$ cat src/rtl/stable_value_change_detector_assert.svh
// ---------------------------------------------------------------------------
// Stable value change detector assertion macros
// Checks for the block, each written as a single line per use.
// ---------------------------------------------------------------------------
`ifndef STABLE_VALUE_CHANGE_DETECTOR_ASSERT_SVH
`define STABLE_VALUE_CHANGE_DETECTOR_ASSERT_SVH

// The consequent must hold in the same cycle as the antecedent.
`define SVCD_ASSERT_SAME(name, clk, rst, pre, post, msg) \
  name: assert property (@(posedge clk) disable iff (rst) (pre) |-> (post)) \
    else $error(msg);

// The consequent must hold in the cycle after the antecedent.
`define SVCD_ASSERT_NEXT(name, clk, rst, pre, post, msg) \
  name: assert property (@(posedge clk) disable iff (rst) (pre) |=> (post)) \
    else $error(msg);

`endif

$ cat src/rtl/svcd_pkg.sv
// ---------------------------------------------------------------------------
// Stable value change detector package
// Widths, constants, register indexes and item types of the block.
// ---------------------------------------------------------------------------
package svcd_pkg;

  localparam int SEQ_BITS     = 32;
  localparam int COUNT_BITS   = 16;
  localparam int STABLE_BITS  = 10;
  localparam int VALUE_BITS   = 8;
  localparam int RAW_BITS     = 16;
  localparam int CFG_IDX_BITS = 1;
  localparam int CFG_DATA_BITS = 16;

  localparam logic [STABLE_BITS-1:0] STABLE_DEFAULT = STABLE_BITS'(15);
  localparam logic [STABLE_BITS-1:0] STABLE_CAP     = STABLE_BITS'(600);
  localparam logic [COUNT_BITS-1:0]  COUNT_MAX      = {COUNT_BITS{1'b1}};
  localparam logic [COUNT_BITS-1:0]  REPORTS_RESET  = {COUNT_BITS{1'b1}};

  typedef enum logic [CFG_IDX_BITS-1:0] {
    CFG_MIN_STABLE_FRAMES = 1'b0,
    CFG_MAX_REPORTS       = 1'b1
  } cfg_index_t;

  typedef enum logic {
    REQ_SNAPSHOT = 1'b0,
    REQ_RESTART  = 1'b1
  } req_type_t;

  typedef struct packed {
    logic                       req_type;
    logic                       observer_ok;
    logic                       source_ready;
    logic                       mode_known;
    logic                       mode_active;
    logic                       value_known;
    logic signed [RAW_BITS-1:0] raw_value;
    logic [SEQ_BITS-1:0]        seq_num;
  } snap_t;

  typedef struct packed {
    logic                   report_valid;
    logic [COUNT_BITS-1:0]  report_ordinal;
    logic [SEQ_BITS-1:0]    report_seq;
    logic [VALUE_BITS-1:0]  report_value;
    logic [STABLE_BITS-1:0] report_stable;
    logic [COUNT_BITS-1:0]  report_count;
  } rpt_t;

endpackage

$ cat src/rtl/svcd_snap_if.sv
// ---------------------------------------------------------------------------
// Snapshot channel
// Valid/ready channel that carries snapshot and restart items.
// ---------------------------------------------------------------------------
interface svcd_snap_if;
  import svcd_pkg::*;

  logic                       valid;
  logic                       ready;
  logic                       req_type;
  logic                       observer_ok;
  logic                       source_ready;
  logic                       mode_known;
  logic                       mode_active;
  logic                       value_known;
  logic signed [RAW_BITS-1:0] raw_value;
  logic [SEQ_BITS-1:0]        seq_num;

  modport source (
    output valid, req_type, observer_ok, source_ready, mode_known, mode_active,
           value_known, raw_value, seq_num,
    input  ready
  );

  modport sink (
    input  valid, req_type, observer_ok, source_ready, mode_known, mode_active,
           value_known, raw_value, seq_num,
    output ready
  );
endinterface

$ cat src/rtl/svcd_rpt_if.sv
// ---------------------------------------------------------------------------
// Report channel
// Valid/ready channel that carries one result per accepted item.
// ---------------------------------------------------------------------------
interface svcd_rpt_if;
  import svcd_pkg::*;

  logic                   valid;
  logic                   ready;
  logic                   report_valid;
  logic [COUNT_BITS-1:0]  report_ordinal;
  logic [SEQ_BITS-1:0]    report_seq;
  logic [VALUE_BITS-1:0]  report_value;
  logic [STABLE_BITS-1:0] report_stable;
  logic [COUNT_BITS-1:0]  report_count;

  modport source (
    output valid, report_valid, report_ordinal, report_seq, report_value,
           report_stable, report_count,
    input  ready
  );

  modport sink (
    input  valid, report_valid, report_ordinal, report_seq, report_value,
           report_stable, report_count,
    output ready
  );
endinterface

$ cat src/rtl/stable_value_change_detector.sv
// ---------------------------------------------------------------------------
// Stable value change detector
// Debounces a sampled byte value and reports each new stable value once.
// ---------------------------------------------------------------------------
// Items enter on the snap channel and one result per item leaves on the rpt
// channel; both use a valid/ready transaction. A snapshot passes only with
// all its flags set, a value within 0 to 255 and a rising sequence number.
// A value must repeat for the configured number of snapshots before it is
// reported, and each change is reported once until the report limit.
// The item is held in an input register, evaluated in combinational logic
// and written to the result register. The block takes one transaction per
// cycle when rpt.ready holds, set by the single state update per cycle.
// When the receiver stalls, the result register holds and the input
// register fills, after which snap.ready drops until rpt.ready returns.
// Reset clears all session state and sets min_stable_frames to 15 and
// max_reports to 65535. A restart item clears the session state only.
// Registers are written through cfg_we, cfg_index and cfg_wdata; the user
// must write them only while the block is idle, which it does not enforce.
// ---------------------------------------------------------------------------
module stable_value_change_detector (
  input  logic                                 clk,
  input  logic                                 rst,
  input  logic                                 cfg_we,
  input  logic [svcd_pkg::CFG_IDX_BITS-1:0]    cfg_index,
  input  logic [svcd_pkg::CFG_DATA_BITS-1:0]   cfg_wdata,
  svcd_snap_if.sink                            snap,
  svcd_rpt_if.source                           rpt
);
  import svcd_pkg::*;

  logic [STABLE_BITS-1:0] min_stable_frames;
  logic [COUNT_BITS-1:0]  max_reports;

  logic                   seq_seen;
  logic [SEQ_BITS-1:0]    last_seq;
  logic                   cand_valid;
  logic [VALUE_BITS-1:0]  cand_value;
  logic [STABLE_BITS-1:0] repeat_count;
  logic                   emitted_valid;
  logic [VALUE_BITS-1:0]  emitted_value;
  logic [COUNT_BITS-1:0]  emit_count;
  logic [COUNT_BITS-1:0]  next_ordinal;

  logic                   s1_valid;
  snap_t                  s1;
  logic                   out_valid;
  rpt_t                   out_reg;

  logic                   advance;
  logic                   restart;
  logic                   accept_snap;
  logic [VALUE_BITS-1:0]  value8;
  logic [STABLE_BITS-1:0] threshold;
  logic [STABLE_BITS-1:0] repeat_count_next;
  logic                   fire;
  logic [COUNT_BITS-1:0]  emit_count_next;
  rpt_t                   out_next;

  assign advance   = s1_valid && (!out_valid || rpt.ready);
  assign snap.ready = !s1_valid || advance;
  assign restart   = (s1.req_type == REQ_RESTART);
  assign value8    = s1.raw_value[VALUE_BITS-1:0];

  always_comb begin
    if (min_stable_frames == '0) begin
      threshold = STABLE_DEFAULT;
    end else if (min_stable_frames > STABLE_CAP) begin
      threshold = STABLE_CAP;
    end else begin
      threshold = min_stable_frames;
    end
  end

  always_comb begin
    accept_snap = !restart && s1.observer_ok && s1.source_ready && s1.mode_known &&
                  s1.mode_active && s1.value_known &&
                  (s1.raw_value[RAW_BITS-1:VALUE_BITS] == '0) && (max_reports != '0) &&
                  !(seq_seen && (s1.seq_num <= last_seq));

    if (!cand_valid || (cand_value != value8)) begin
      repeat_count_next = STABLE_BITS'(1);
    end else if (repeat_count < threshold) begin
      repeat_count_next = repeat_count + STABLE_BITS'(1);
    end else begin
      repeat_count_next = repeat_count;
    end

    fire = accept_snap && (repeat_count_next >= threshold) &&
           !(emitted_valid && (emitted_value == value8)) &&
           (emit_count < max_reports) && (emit_count != COUNT_MAX);

    emit_count_next = fire ? emit_count + COUNT_BITS'(1) : emit_count;

    out_next = '0;
    if (fire) begin
      out_next.report_valid   = 1'b1;
      out_next.report_ordinal = next_ordinal;
      out_next.report_seq     = s1.seq_num;
      out_next.report_value   = value8;
      out_next.report_stable  = repeat_count_next;
    end
    out_next.report_count = restart ? '0 : emit_count_next;
  end

  always_ff @(posedge clk) begin
    if (rst) begin
      min_stable_frames <= STABLE_DEFAULT;
      max_reports       <= REPORTS_RESET;
    end else if (cfg_we) begin
      case (cfg_index_t'(cfg_index))
        CFG_MIN_STABLE_FRAMES: min_stable_frames <= cfg_wdata[STABLE_BITS-1:0];
        CFG_MAX_REPORTS:       max_reports       <= cfg_wdata[COUNT_BITS-1:0];
        default: ;
      endcase
    end
  end

  always_ff @(posedge clk) begin
    if (rst || (advance && restart)) begin
      seq_seen      <= 1'b0;
      last_seq      <= '0;
      cand_valid    <= 1'b0;
      cand_value    <= '0;
      repeat_count  <= '0;
      emitted_valid <= 1'b0;
      emitted_value <= '0;
      emit_count    <= '0;
      next_ordinal  <= COUNT_BITS'(1);
    end else if (advance && accept_snap) begin
      seq_seen     <= 1'b1;
      last_seq     <= s1.seq_num;
      cand_valid   <= 1'b1;
      cand_value   <= value8;
      repeat_count <= repeat_count_next;
      emit_count   <= emit_count_next;
      if (fire) begin
        emitted_valid <= 1'b1;
        emitted_value <= value8;
        if (next_ordinal != COUNT_MAX) begin
          next_ordinal <= next_ordinal + COUNT_BITS'(1);
        end
      end
    end
  end

  always_ff @(posedge clk) begin
    if (rst) begin
      s1_valid  <= 1'b0;
      out_valid <= 1'b0;
    end else begin
      if (snap.valid && snap.ready) begin
        s1_valid <= 1'b1;
      end else if (advance) begin
        s1_valid <= 1'b0;
      end
      if (advance) begin
        out_valid <= 1'b1;
      end else if (rpt.ready) begin
        out_valid <= 1'b0;
      end
    end
  end

  always_ff @(posedge clk) begin
    if (snap.valid && snap.ready) begin
      s1.req_type     <= snap.req_type;
      s1.observer_ok  <= snap.observer_ok;
      s1.source_ready <= snap.source_ready;
      s1.mode_known   <= snap.mode_known;
      s1.mode_active  <= snap.mode_active;
      s1.value_known  <= snap.value_known;
      s1.raw_value    <= snap.raw_value;
      s1.seq_num      <= snap.seq_num;
    end
    if (advance) begin
      out_reg <= out_next;
    end
  end

  assign rpt.valid          = out_valid;
  assign rpt.report_valid   = out_reg.report_valid;
  assign rpt.report_ordinal = out_reg.report_ordinal;
  assign rpt.report_seq     = out_reg.report_seq;
  assign rpt.report_value   = out_reg.report_value;
  assign rpt.report_stable  = out_reg.report_stable;
  assign rpt.report_count   = out_reg.report_count;

`include "stable_value_change_detector_assert.svh"

  `SVCD_ASSERT_SAME(a_ordinal_matches_count, clk, rst,
                    rpt.valid && rpt.report_valid,
                    rpt.report_ordinal == rpt.report_count,
                    "report ordinal differs from report count")
  `SVCD_ASSERT_SAME(a_report_marks_emitted, clk, rst,
                    rpt.valid && rpt.report_valid,
                    emitted_valid && (emitted_value == rpt.report_value),
                    "shown report not recorded as emitted")
  `SVCD_ASSERT_SAME(a_candidate_count, clk, rst,
                    1'b1,
                    cand_valid == (repeat_count != '0),
                    "candidate flag and repeat count disagree")
  `SVCD_ASSERT_NEXT(a_restart_clears, clk, rst,
                    advance && restart,
                    (emit_count == '0) && !cand_valid && !seq_seen,
                    "restart left session state behind")

endmodule

$ cat src/flat_wrapper.sv
// flat-port wrapper written by rule: the top's interface ports become plain ports
module stable_value_change_detector_flat import svcd_pkg::*;
  (clk, rst, cfg_we, cfg_index, cfg_wdata, snap_valid, snap_req_type, snap_observer_ok, snap_source_ready, snap_mode_known, snap_mode_active, snap_value_known, snap_raw_value, snap_seq_num, snap_ready, rpt_valid, rpt_report_valid, rpt_report_ordinal, rpt_report_seq, rpt_report_value, rpt_report_stable, rpt_report_count, rpt_ready);
  svcd_snap_if snap_i ();
  svcd_rpt_if rpt_i ();
  input  logic clk;
  input  logic rst;
  input  logic cfg_we;
  input  logic [svcd_pkg::CFG_IDX_BITS-1:0] cfg_index;
  input  logic [svcd_pkg::CFG_DATA_BITS-1:0] cfg_wdata;
  input wire logic [$bits(snap_i.valid)-1:0] snap_valid;
  input wire logic [$bits(snap_i.req_type)-1:0] snap_req_type;
  input wire logic [$bits(snap_i.observer_ok)-1:0] snap_observer_ok;
  input wire logic [$bits(snap_i.source_ready)-1:0] snap_source_ready;
  input wire logic [$bits(snap_i.mode_known)-1:0] snap_mode_known;
  input wire logic [$bits(snap_i.mode_active)-1:0] snap_mode_active;
  input wire logic [$bits(snap_i.value_known)-1:0] snap_value_known;
  input wire logic [$bits(snap_i.raw_value)-1:0] snap_raw_value;
  input wire logic [$bits(snap_i.seq_num)-1:0] snap_seq_num;
  output wire logic [$bits(snap_i.ready)-1:0] snap_ready;
  output wire logic [$bits(rpt_i.valid)-1:0] rpt_valid;
  output wire logic [$bits(rpt_i.report_valid)-1:0] rpt_report_valid;
  output wire logic [$bits(rpt_i.report_ordinal)-1:0] rpt_report_ordinal;
  output wire logic [$bits(rpt_i.report_seq)-1:0] rpt_report_seq;
  output wire logic [$bits(rpt_i.report_value)-1:0] rpt_report_value;
  output wire logic [$bits(rpt_i.report_stable)-1:0] rpt_report_stable;
  output wire logic [$bits(rpt_i.report_count)-1:0] rpt_report_count;
  input wire logic [$bits(rpt_i.ready)-1:0] rpt_ready;
  assign snap_i.valid = snap_valid;
  assign snap_i.req_type = snap_req_type;
  assign snap_i.observer_ok = snap_observer_ok;
  assign snap_i.source_ready = snap_source_ready;
  assign snap_i.mode_known = snap_mode_known;
  assign snap_i.mode_active = snap_mode_active;
  assign snap_i.value_known = snap_value_known;
  assign snap_i.raw_value = snap_raw_value;
  assign snap_i.seq_num = snap_seq_num;
  assign snap_ready = snap_i.ready;
  assign rpt_valid = rpt_i.valid;
  assign rpt_report_valid = rpt_i.report_valid;
  assign rpt_report_ordinal = rpt_i.report_ordinal;
  assign rpt_report_seq = rpt_i.report_seq;
  assign rpt_report_value = rpt_i.report_value;
  assign rpt_report_stable = rpt_i.report_stable;
  assign rpt_report_count = rpt_i.report_count;
  assign rpt_i.ready = rpt_ready;
  stable_value_change_detector u_core (.clk(clk), .rst(rst), .cfg_we(cfg_we), .cfg_index(cfg_index), .cfg_wdata(cfg_wdata), .snap(snap_i), .rpt(rpt_i));
endmodule
$ cat config.mk
export PLATFORM = sky130hd
export DESIGN_NAME = stable_value_change_detector_flat
export DESIGN_NICKNAME = d
export VERILOG_FILES = /design/src/rtl/svcd_pkg.sv /design/src/rtl/svcd_snap_if.sv /design/src/rtl/svcd_rpt_if.sv /design/src/rtl/stable_value_change_detector.sv /design/src/flat_wrapper.sv
export VERILOG_INCLUDE_DIRS = /design/src /design/src/rtl
export SDC_FILE = /design/constraint.sdc
export NUM_CORES = 1
export LEC_CHECK = 0
export BUFFER_PORTS_ARGS = -buffer_cell sky130_fd_sc_hd__buf_2
export CORE_MARGIN = 2
export CORE_UTILIZATION = 45
export CTS_CLUSTER_SIZE = 24
export DETAILED_ROUTE_END_ITERATION = 8
export GPL_TIMING_DRIVEN = 0
export PLACE_DENSITY_LB_ADDON = 0.2
export SYNTH_ARGS = -nofsm -noshare
export SYNTH_HDL_FRONTEND = slang
export SYNTH_SLANG_ARGS = --single-unit
$ cat constraint.sdc
create_clock -name clk -period 14.7 [get_ports clk]
set_input_delay 2.94 -clock clk [delete_from_list [all_inputs] [get_ports clk]]
set_output_delay 2.94 -clock clk [all_outputs]
set_load 0.02 [all_outputs]
==> results.py <==
metrics = {
    "floorplan": {
        "core_sq_um": 26700,
        "ios": 161,
        "fp.dieW_microns": 168,
        "rows": 60,
        "die-area_sq_um": 28300,
        "initial_core_util": 0.453,
        "fp.dieH_microns": 168,
    },
    "yosys": {
        "avgSynthCellArea_sq_um": 10.5,
        "netlist_top_cells_count": "edfxtp_1 (137), dfxtp_1 (120), a21oi_1 (101)",
        "synth_top_area_share": 0.340,
        "synth_mux_area_frac": 0.0264,
        "syn_nets": 1294,
        "synth_compound_area_frac": 0.122,
        "ys_seq_area_frac": 0.538,
        "syn_inst": 1149,
        "synth-xor-area-share": 0.0188,
        "synth_area_sq_um": 12100,
        "synthAdderAreaFrac": 0.0713,
        "yosysTopAreaCell": "edfxtp_1",
        "netlist_top_cells_area": "edfxtp_1 (34%), dfxtp_1 (20%), ha_1 (7.1%)",
        "synth_edf_count": 137,
        "synth_top_family_by_area": "simple AND/OR/NAND/NOR gates",
        "synth.distinct_cells": 57,
        "yosys_warnings": 0,
        "synth_simple_gate_area_frac": 0.186,
        "async_reset_ff_frac": 0,
        "ys_seq_elements": 257,
        "synth_ff_type": "edfxtp_1",
        "synth.most_common_cell": "edfxtp_1",
    },
    "route": {
        "avgViaCountPerCell": 5.54,
        "drt-initial-drc-count": 660,
        "drc": 0,
        "totalWireLength_mm": 29.3,
        "dr.pass1.iters": 5,
        "drt.antenna.violating_nets": 0,
        "vias": 9409,
        "wl_per_cell_microns": 17.2,
    },
    "critical_path": {
        "r2r_cells": 21,
        "r2r_end": "u_core.rpt.report_seq[15]",
        "worst_ep_arrival_time_ns": 3.48,
        "start_kind": "input pin",
        "slowest_delay_ns": 0.19,
        "regToRegStartpoint": "u_core.min_stable_frames[7]",
        "crit_top_cell": "buf_2",
        "crit_fanout": 4,
        "path_class": "input pin to primary output",
        "endpoint_kind": "primary output",
        "cpMaxStageDelayCell": "nor2b_1",
        "crit_chain": "buf_2 > nor2b_1 > nand2_1 > buf_2",
        "worstPathRequired_ns": 11.76,
        "r2r_slack_ns": 8.34,
    },
    "job": {
        "maxCapViolCount": 0,
    },
    "run_status": {
        "outcome": "finished clean",
    },
    "final_layout": {
        "layout.nets": 1484,
        "final_area_sq_um": 14200,
        "antenna_cells": 0,
        "drive_above_1_share": 0.165,
        "post_layout_nonfiller_instances": 1699,
        "syn2layout_area_growth_pct": 17.2,
    },
    "worst_hold_path": {
        "hold_path_depth": 2,
        "min_from": "u_core.last_seq[0]",
        "worstHoldEndpoint": "u_core.last_seq[0]",
        "hold_path_class": "flop to flop",
    },
    "global_route": {
        "grt_pass1_vias": 8885,
        "grt_max_degree": 91,
        "grt_pass1_wl_mm": 46.7,
        "overflow": 0,
        "grt_usage": 0.206,
        "antenna_found_initial": 0,
    },
    "clock_network": {
        "cts_tree": "yes",
        "cts_root_buf": "clkbuf_16",
        "path_clk_slew_ns": 0.06,
        "cts_hold_buffers": 0,
        "cts.sinks": 257,
        "ctsHtreeMaxLevel": 1,
        "worstSkewPairLatency_ns": 0.53,
        "clk_path_buf_depth": 3,
        "ctsResizeCount": 0,
        "cts_setup_buffers": 0,
        "cts_buffers": 27,
    },
    "placed_design": {
        "dp_cells": 1651,
        "dp_hpwl_mm": 21.3,
        "placed_area_sq_um": 13400,
        "io_buffers": 160,
        "globalplace.congestion": 0.897,
    },
    "timing": {
        "setup_viol": 0,
        "worst_pin_slew_ns": 0.881,
        "worst_clock_skew_ns": 0.0117,
        "rsz0062_at_grt": "no",
        "max-slew-margin-rel": 0.413,
        "max_freq_ghz": 0.156,
        "period_minus_slack_ns": 6.42,
        "finalSetupTns_ns": 0,
        "hold_viol": 0,
        "finalMaxSlewViolations": 0,
        "fin_crit_sh": 0.437,
    },
    "power": {
        "power_density_nw_per_um2": 107,
        "p_leak_nw": 5.39,
        "vdd_drop_max_v": 0.0000892,
    },
}
-- cell type report --
class                      count  area, sq um
fill                        2436        12500
sequential                   257         6520
multi-input combinational    776         5140
timing repair buffer         161          821
clock buffer                  39          752
tap                          341          427
buffer                        57          241
inverter                      59          226
clock inverter                 9         73.8
-- report_power, final --
group	internal, mW	total [mW]	switching, mW	leakage (nW)
Clock	0.371	0.644	0.273	0.405
Combinational	0.0308	0.0859	0.0551	2.68
Sequential	0.778	0.793	0.0142	2.30
Total	1.18	1.52	0.342	5.39
-- stage by stage --
step	util	hold WS (ns)	setup slack, ns	total power [mW]
global route	0.531	0.492	8.05	1.57
finish	0.531	0.467	8.28	1.52
global placement	0.499	0.446	6.02	0.894
floorplan	-	0.436	8.12	0.855
CTS	0.531	0.468	8.27	1.54
detailed placement	0.500	0.460	8.27	0.894
-- registers in the layout, indices dropped and copies added, names as in the netlist, 16 cells and up --
register                   cells
u_core.emit_count             16
u_core.rpt.report_ordinal     16
u_core.rpt.report_count       16
u_core.next_ordinal           16
u_core.last_seq               32
u_core.s1                     53
u_core.rpt.report_seq         32
u_core.max_reports            16
-- layout by cell type (no fill, tap or decap), types with 7 or more instances in the layout --
cell type / count
a211o_1: 17
a21oi_1: 101
and2_1: 48
and3_1: 38
and4_1: 11
buf_2: 168
clkbuf_1: 51
clkbuf_16: 27
dfxtp_1: 120
edfxtp_1: 137
ha_1: 69
inv_1: 58
mux2i_1: 32
nand2_1: 91
nand2b_1: 8
nand3_1: 27
nand4_1: 18
nor2_1: 67
nor2b_1: 7
nor3_1: 20
nor4_1: 9
o211ai_1: 7
o21ai_0: 39
o31ai_1: 31
or3_1: 20
or4_1: 35
xnor2_1: 13
xor2_1: 13
-- logic make-up after synthesis --
family / Yosys count
AND/OR/NAND/NOR: 416
flip-flops: 257
AO/OA/AOI/OAI: 233
buffers and inverters: 116
adder cells (fa/ha/maj): 69
multiplexers: 32
XOR/XNOR: 26
-- metal layers --
| layer | track usage | routed length, microns | vias up |
|---|---|---|---|
| li1 | - | - | 4614 |
| met1 | 0.293 | 13600 | 4452 |
| met2 | 0.332 | 13200 | 298 |
| met3 | 0.0313 | 1760 | 45 |
| met4 | 0.0532 | 741 | 0 |
| met5 | 0 | 0 | - |
-- worst max-delay path by stage --
stage | cells after the start | end | slack (ns) | startpoint
after floorplan | 8 | u_core.next_ordinal[12] | 8.12 | rpt_ready
after global placement | 10 | u_core.last_seq[17] | 6.02 | rpt_ready
after detailed placement | 4 | snap_ready | 8.27 | rpt_ready
after CTS | 4 | snap_ready | 8.27 | rpt_ready
after global routing | 21 | u_core.rpt.report_seq[15] | 8.05 | u_core.min_stable_frames[7]
final | 4 | snap_ready | 8.28 | rpt_ready
-- worst max-delay path, delay by kind of cell --
kind                   cells  cell delay (ns)
buffers and inverters      2             0.25
AND/OR/NAND/NOR            2             0.28
No activity file was read; power rests on OpenSTA's default activity.
